### config.mk
export PLATFORM = sky130hd
export DESIGN_NAME = sdod_ctrl
export DESIGN_NICKNAME = d
export VERILOG_FILES = /design/src/sdod_pkg.sv /design/src/sdod_ctrl.sv
export VERILOG_INCLUDE_DIRS = /design/src /design/src/src
export SDC_FILE = /design/constraint.sdc
export NUM_CORES = 1
export LEC_CHECK = 0
export ABC_AREA = 1
export BUFFER_PORTS_ARGS = -buffer_cell sky130_fd_sc_hd__buf_2
export CAP_MARGIN = 40
export CORE_MARGIN = 5
export CORE_UTILIZATION = 49
export CTS_CLUSTER_DIAMETER = 30
export DETAILED_ROUTE_END_ITERATION = 10
export GPL_ROUTABILITY_DRIVEN = 0
export PLACE_DENSITY = 0.76
export SETUP_SLACK_MARGIN = 0.2
export SYNTH_ARGS = -nofsm -noshare
export SYNTH_HDL_FRONTEND = slang
export SYNTH_SLANG_ARGS = --single-unit
### constraint.sdc
create_clock -name clk -period 1.65 [get_ports clk]
set_clock_uncertainty 0.2 [all_clocks]
set_input_delay 0.0825 -clock clk [delete_from_list [all_inputs] [get_ports clk]]
set_output_delay 0.0825 -clock clk [all_outputs]
set_load 0.01 [all_outputs]
### src/screen_delta_opcode_decoder_macros.svh
// ----------------------------------------------------------------------------
// screen_delta_opcode_decoder_macros: assertion macros
// Shared concurrent assertion forms. Each expects clk and rst_n in scope.
// ----------------------------------------------------------------------------
`ifndef SCREEN_DELTA_OPCODE_DECODER_MACROS_SVH
`define SCREEN_DELTA_OPCODE_DECODER_MACROS_SVH

// Same-cycle implication
`define SDOD_ASSERT_NOW(label, ante, cons, msg) \
  label: assert property (@(posedge clk) disable iff (!rst_n) (ante) |-> (cons)) \
    else $error(msg);

// Next-cycle implication
`define SDOD_ASSERT_NEXT(label, ante, cons, msg) \
  label: assert property (@(posedge clk) disable iff (!rst_n) (ante) |=> (cons)) \
    else $error(msg);

`endif

### src/sdod_pkg.sv
// ----------------------------------------------------------------------------
// sdod_pkg: shared types and constants
// Item types, opcode boundaries, codes and controller/datapath interface.
// ----------------------------------------------------------------------------
`default_nettype none

package sdod_pkg;

  // Default sizes and screen geometry
  localparam int SCREEN_CELLS_DEF   = 1000;
  localparam int CODEBOOK_DEPTH_DEF = 176;
  localparam int ROW_WIDTH          = 40;

  localparam int ADDR_W    = 10;
  localparam int CFG_IDX_W = 2;

  // Input item kinds
  localparam logic [1:0] KIND_PAYLOAD = 2'd0;
  localparam logic [1:0] KIND_ENTRY   = 2'd1;
  localparam logic [1:0] KIND_FRAME   = 2'd2;

  // Result status codes
  localparam logic [1:0] OUT_WRITE   = 2'd0;
  localparam logic [1:0] OUT_ILLEGAL = 2'd1;
  localparam logic [1:0] OUT_DROPPED = 2'd2;

  // Configuration register indexes
  localparam logic [CFG_IDX_W-1:0] CFG_CODEBOOK_SIZE  = 2'd0;
  localparam logic [CFG_IDX_W-1:0] CFG_ABSOLUTE_COUNT = 2'd1;
  localparam logic [CFG_IDX_W-1:0] CFG_RELATIVE_COUNT = 2'd2;
  localparam logic [CFG_IDX_W-1:0] CFG_FALLBACK_SKIP  = 2'd3;

  // Opcode group boundaries
  localparam logic [7:0] OP_DITTO1   = 8'hB0;
  localparam logic [7:0] OP_DITTO2   = 8'hB8;
  localparam logic [7:0] OP_LITERAL  = 8'hC0;
  localparam logic [7:0] OP_SKIP     = 8'hFF;
  localparam logic [7:0] OP_REP_MASK = 8'h07;

  typedef struct packed {
    logic [1:0] kind;
    logic [7:0] code_byte;
    logic [7:0] entry_index;
    logic [7:0] entry_skip;
    logic [7:0] entry_value;
  } in_item_t;

  typedef struct packed {
    logic [1:0]        status;
    logic [ADDR_W-1:0] cell_address;
    logic [7:0]        cell_char;
    logic              last;
  } out_item_t;

  // Decoded class of the held item
  typedef enum logic [3:0] {
    CLS_IGNORE,
    CLS_ENTRY,
    CLS_FRAME,
    CLS_CODEBOOK,
    CLS_LITERAL,
    CLS_ILLEGAL,
    CLS_DITTO1,
    CLS_DITTO2,
    CLS_FALLBACK,
    CLS_SKIP
  } cls_t;

  // Source of one cell write
  typedef enum logic [2:0] {
    SEL_CODEBOOK,
    SEL_LITERAL,
    SEL_LAST,
    SEL_SECOND,
    SEL_ILLEGAL
  } sel_t;

  typedef struct packed {
    logic clear;
    logic take;
    logic decode;
    logic emit;
    sel_t sel;
    logic last;
  } cmd_t;

  typedef struct packed {
    cls_t       cls;
    logic [2:0] rep;
    logic       out_free;
    logic       clear_done;
  } sts_t;

endpackage

`default_nettype wire

### src/sdod_ctrl.sv
// ----------------------------------------------------------------------------
// sdod_ctrl: decoder controller
// Sequences screen clearing, item accept, decode and the write burst.
// ----------------------------------------------------------------------------
`default_nettype none
`include "screen_delta_opcode_decoder_macros.svh"

module sdod_ctrl (
  input  logic          clk,
  input  logic          rst_n,
  input  logic          in_valid,
  output logic          in_stall,
  input  sdod_pkg::sts_t sts,
  output sdod_pkg::cmd_t cmd
);
  import sdod_pkg::*;

  typedef enum logic [1:0] {
    S_CLEAR,
    S_IDLE,
    S_DECODE,
    S_EMIT
  } state_t;

  state_t     state_r;
  logic [3:0] cnt_r;     // writes left after the current one
  logic       pair_r;    // two-write repeat: odd count picks the older write
  sel_t       sel_r;

  // Commands follow the state
  always_comb begin
    cmd.clear  = (state_r == S_CLEAR);
    cmd.take   = (state_r == S_IDLE) && in_valid;
    cmd.decode = (state_r == S_DECODE);
    cmd.emit   = (state_r == S_EMIT);
    cmd.sel    = (pair_r && cnt_r[0]) ? SEL_SECOND : sel_r;
    cmd.last   = (cnt_r == 4'd0);
  end

  assign in_stall = (state_r != S_IDLE);

  // State and burst bookkeeping
  always_ff @(posedge clk) begin
    if (!rst_n) begin
      state_r <= S_CLEAR;
      cnt_r   <= 4'd0;
      pair_r  <= 1'b0;
      sel_r   <= SEL_LAST;
    end else begin
      case (state_r)
        S_CLEAR: begin
          if (sts.clear_done) begin
            state_r <= S_IDLE;
          end
        end
        S_IDLE: begin
          if (in_valid) begin
            state_r <= S_DECODE;
          end
        end
        S_DECODE: begin
          cnt_r  <= 4'd0;
          pair_r <= 1'b0;
          case (sts.cls)
            CLS_CODEBOOK: begin
              sel_r   <= SEL_CODEBOOK;
              state_r <= S_EMIT;
            end
            CLS_LITERAL: begin
              sel_r   <= SEL_LITERAL;
              state_r <= S_EMIT;
            end
            CLS_ILLEGAL: begin
              sel_r   <= SEL_ILLEGAL;
              state_r <= S_EMIT;
            end
            CLS_DITTO1: begin
              sel_r   <= SEL_LAST;
              cnt_r   <= {1'b0, sts.rep};
              state_r <= S_EMIT;
            end
            CLS_DITTO2: begin
              sel_r   <= SEL_LAST;
              cnt_r   <= {sts.rep, 1'b1};
              pair_r  <= 1'b1;
              state_r <= S_EMIT;
            end
            default: begin
              state_r <= S_IDLE;
            end
          endcase
        end
        S_EMIT: begin
          if (sts.out_free) begin
            if (cnt_r == 4'd0) begin
              state_r <= S_IDLE;
            end else begin
              cnt_r <= cnt_r - 4'd1;
            end
          end
        end
        default: begin
          state_r <= S_CLEAR;
        end
      endcase
    end
  end

  `SDOD_ASSERT_NEXT(a_emit_hold, state_r == S_EMIT && !sts.out_free, state_r == S_EMIT && $stable(cnt_r), "write burst advanced while output register was busy")
  `SDOD_ASSERT_NEXT(a_decode_once, state_r == S_DECODE, state_r == S_EMIT || state_r == S_IDLE, "decode lasted more than one cycle")
  `SDOD_ASSERT_NEXT(a_pair_odd, state_r == S_DECODE && sts.cls == CLS_DITTO2, cnt_r[0] && pair_r, "two-write repeat started without an odd count")

endmodule

`default_nettype wire

# Word level (Yosys, flattened, before mapping)
# Cells that the tools add are included.
# word_totals
in_bits,12
reg_bits,10
output_inout_bits,9
# op_classes
addsub,1
mux,13
eq_ne,14
reduce_logical,11
# ops
op,count
equality test 4 x 3 -> 1 bit (second input constant),4
one-hot mux 4 bit (2 select lines),2
one-hot mux 3 bit (4 select lines),1
two-way mux 2 bit,5
!= test 2 bit (second input constant),5
two-way mux 4 bit,2
one-hot mux 2 bit (4 select lines),1
OR reduction 5 bit,1
equality test 2 bit (second input constant),2
equality test 4 x 2 -> 1 bit (second input constant),1
logical NOT 4 bit,1
AND reduction 4 bit,1
nonzero test 4 bit,1
subtractor 4 x 1 -> 4 bit (second input constant),1
two-way mux 3 bit,1
AND reduction 3 bit,1
equality test 2 x 1 -> 1 bit (second input constant),1
logical AND 1 bit,2
logical NOT 2 bit,1
!= test 2 x 1 -> 1 bit (second input constant),1
AND reduction 2 bit,1
nonzero test 2 bit,1
OR reduction 2 bit,1
two-way mux 1 bit,1

# Depth between registers and ports, before layout
# depth
word_depth,4
depth_mapped,9
depth_no_buf,9

# Worst setup path before layout
# OpenSTA, ideal clock, no wires.
# synth_path
path_kind,register -> register
from,register state_r[0]
to,register cnt_r[1]
path_stages_with_launch,9
period_less_slack_ns,1.517
setup_time_ns,0.109
arrival_time_ns,1.209
setup_slack_ns,0.133
t_required_ns,1.341
path_cell_list,dfxtp_1 > ha_1 > inv_2 > nand2_2 > nand3_4 > nor2_1 > nand2_1 > nand2_1 > inv_1
# synth_rtl
item,line,source
from (decl),sdod_ctrl.sv:25,state_t state_r;
from (signal assigned),sdod_ctrl.sv:45,state_r <= S_CLEAR;
from (signal assigned),sdod_ctrl.sv:53,state_r <= S_IDLE;
from (signal assigned),sdod_ctrl.sv:58,state_r <= S_DECODE;
to (signal assigned),sdod_ctrl.sv:79,"cnt_r <= {1'b0, sts.rep};"
to (signal assigned),sdod_ctrl.sv:84,"cnt_r <= {sts.rep, 1'b1};"
to (signal assigned),sdod_ctrl.sv:98,cnt_r <= cnt_r - 4'd1;
to (decl),sdod_ctrl.sv:26,logic [3:0] cnt_r;

# Worst setup path after layout
# layout_path
from,register state_r[1]
to,output in_stall
# layout_between
elab_chain_len,1
# layout_lines
item,line,source
!= test 2 x 1 -> 1 bit,sdod_ctrl.sv:40,assign in_stall = (state_r != S_IDLE);
to (decl),sdod_ctrl.sv:12,"output logic in_stall,"
# Every way passes these cells.

==> impl_metrics.env <==
export IMPL_hold_violations=0
export IMPL_leakagePower_nw=0.533
export IMPL_synth_top_cell_by_area="dfxtp_1"
export IMPL_wirelength_mm=1.90
export IMPL_mostFrequentLayoutCell="nand2_1"
export IMPL_synth_top_family_by_area="simple AND/OR/NAND/NOR gates"
export IMPL_startpoint="state_r[1]$_SDFFE_PN0P_"
export IMPL_drtIter0Drc=21
export IMPL_p_switching_uw=633
export IMPL_start_util_pct=50.1
export IMPL_top_usage_layer="met2"
export IMPL_ios=21
export IMPL_drc_errors=0
export IMPL_ant_nets=0
export IMPL_root_buffer="clkbuf_4"
export IMPL_drive_gt1_share_pct=40.5
export IMPL_synth_xor_area_share_pct=0
export IMPL_synth_simple_area_share_pct=41.1
export IMPL_synth_compound_area_share_pct=10.5
export IMPL_path_clk_slew_ns=0.08
export IMPL_cp_arrival_ns=1.20
export IMPL_core_area_sq_um=1450
export IMPL_fp_row_count=14
export IMPL_syn_inst=120
export IMPL_whs_endpoint="cnt_r[3]$_SDFFE_PN0P_"
export IMPL_worstSetupStartpointType="flop"
export IMPL_seq_area_frac_synth_pct=27.5
export IMPL_p_comb_share_pct=58.6
export IMPL_io_buffers=20
export IMPL_clock_power_share_pct=15.3
export IMPL_n_fill_cell=125
export IMPL_r2r_end="state_r[1]$_SDFFE_PN0P_"
export IMPL_final_nets=171
export IMPL_numCtsBuffers=3
export IMPL_cts_tree="done"
export IMPL_p_sw_share_pct=43.5
export IMPL_drv_slew=0
export IMPL_drv_cap=0
export IMPL_worstReg2RegStart="state_r[1]$_SDFFE_PN0P_"
export IMPL_overflow=0
export IMPL_final_cell_mix="30 x nand2_1, 20 x buf_2, 16 x inv_1, 13 x nor2_1, 8 x nand3_1"
export IMPL_first_pass_iters=5
export IMPL_wl_per_cell_microns=11.2
export IMPL_synth_area_leaders="dfxtp_1 27%, nand2_1 17%, inv_1 11%, ha_1 8.6%, nand3_1 8.2%"
export IMPL_fin_crit_sh_pct=89.9
export IMPL_vias_per_cell=4.91
export IMPL_dp_slack_ns=0.105
export IMPL_route_vias_total=830
export IMPL_grt_util_met3_pct=3.07
export IMPL_p_seq_share_pct=26.1
export IMPL_cts_htree_levels=1
export IMPL_synth_nets=137
export IMPL_path_class="flop to output port"
export IMPL_max_clock_path_buffers=2
export IMPL_synthAdderAreaFrac_pct=8.59
export IMPL_fmax_mhz=674
export IMPL_whs_ns=0.0145
export IMPL_die_width_microns=48.6
export IMPL_status="finished, final reports clean"
export IMPL_hp_start="sts[4]"
export IMPL_ff2ff_path_depth=9
export IMPL_clkLatencyLatePin_ns=0.26
export IMPL_use_met1_pct=17.1
export IMPL_die_area_sq_um=2360
export IMPL_hold_path_class="primary input to flop"
export IMPL_fin_total_pwr_mw=1.46
export IMPL_final_util_pct=74.6
export IMPL_grt_pass1_vias=775
export IMPL_min_delay_path_depth=5
export IMPL_r2r_slack_ns=0.19
export IMPL_fin_crit_ns=1.48
export IMPL_powerDensity_nw_per_um2=1340
export IMPL_tns_ns=0
export IMPL_rsz0062_at_grt="true"
export IMPL_grt_max_degree=8
export IMPL_clock_sinks=10
export IMPL_endpoint_kind="output port"
export IMPL_dp_hpwl_mm=1.34
export IMPL_yosysTopAreaCellShare_pct=27.5
export IMPL_grt_pass1_wl_mm=2.95
export IMPL_synthesis_area_sq_um=728
export IMPL_grt_total_usage_pct=15.3
export IMPL_peakVddDrop_v=0.000695
export IMPL_n_antenna_cell=0
export IMPL_synth_seq_cells=10
export IMPL_required_ns=1.37
export IMPL_path_max_fanout=3
export IMPL_avgSynthCellArea_sq_um=6.07
export IMPL_setup_viol=0
export IMPL_grt_use_met2_pct=26.7
export IMPL_yosysWarningCount=0
export IMPL_tightest_slew_ns=0.175
export IMPL_setup_ws_ns=0.167
export IMPL_grt_antenna_before_repair=0
export IMPL_area_growth_pct=49.0
export IMPL_relSlewSlack_pct=88.3
export IMPL_synth_mux_area_share_pct=0
export IMPL_synthDistinctLibCells=16
export IMPL_fp_dieH_microns=48.6
export IMPL_internal_power_uw=824
==> synthesized netlist by cell type (all sizes together) <==
cell     n
o211ai   1
ha       5
nor3     1
nor2    19
a21oi    8
dfxtp   10
nand3   13
inv     24
o21ai    5
nand2   34
==> state kept, by name, indices dropped and copies added (netlist names) <==
signal and count:
cnt_r 4, sel_r 3, state_r 2, pair_r 1
==> layer usage <==
| metal | wire length, microns | share of wire [%] |
|---|---|---|
| met1 | 756 | 40 |
| met2 | 984 | 52 |
| met3 | 132 | 7.0 |
| met4 | 23 | 1.2 |
| met5 | 0 | 0 |
==> kinds of logic after synthesis <==
kind of cell | Yosys count
AND/OR/NAND/NOR | 67
buffers and inverters | 24
AO/OA/AOI/OAI | 14
flip-flops | 10
adder cells (fa/ha/maj) | 5
==> repair_timing <==
item	CTS	global route
endpoints found under the hold margin	6	0
gates resized for setup	15	22
setup endpoints to repair	8	9
hold buffers	4	0
pin swaps	4	10
setup buffers	1	4
==> worst max-delay path, stage by stage (launching register included) <==
cell and delay (ns):
dfxtp_4 0.38, inv_4 0.07, ha_2 0.18, inv_2 0.05, buf_4 0.13, buf_2 0.13
==> area by class of cell <==
class / instances / area, sq um / share of cell area (%)
sequential: 10 / 209 / 19.3
clock buffer: 4 / 36.3 / 3.34
multi-input combinational: 86 / 542 / 49.9
tap: 16 / 20.0 / 1.85
timing repair buffer: 29 / 178 / 16.4
inverter: 24 / 100 / 9.23
==> power by group through the flow <==
stage               Sequential (mW)  Combinational (mW)  Clock [mW]
floorplan                     0.336               0.477           0
global placement              0.342               0.621           0
detailed placement            0.344               0.636           0
CTS                           0.364               0.690       0.222
global route                  0.391               0.959       0.241
finish                        0.381               0.853       0.223
==> how the worst max path moves through the flow <==
stage                              endpoint  slack, ns
detailed placement    cnt_r[3]$_SDFFE_PN0P_       0.11
global placement      cnt_r[1]$_SDFFE_PN0P_       0.13
floorplan           state_r[1]$_SDFFE_PN0P_       0.21
CTS                   cnt_r[3]$_SDFFE_PN0P_       0.18
finish                             in_stall       0.17
global route        state_r[1]$_SDFFE_PN0P_       0.09
==> through the flow <==
stage          instance area, sq um  instances
6_report                       1080        169
5_1_grt                        1080        169
4_1_cts                         971        165
3_5_place_dp                    853        156
3_3_place_gp                    853        156
2_1_floorplan                   733        120
(Power assumes the default switching activity.)
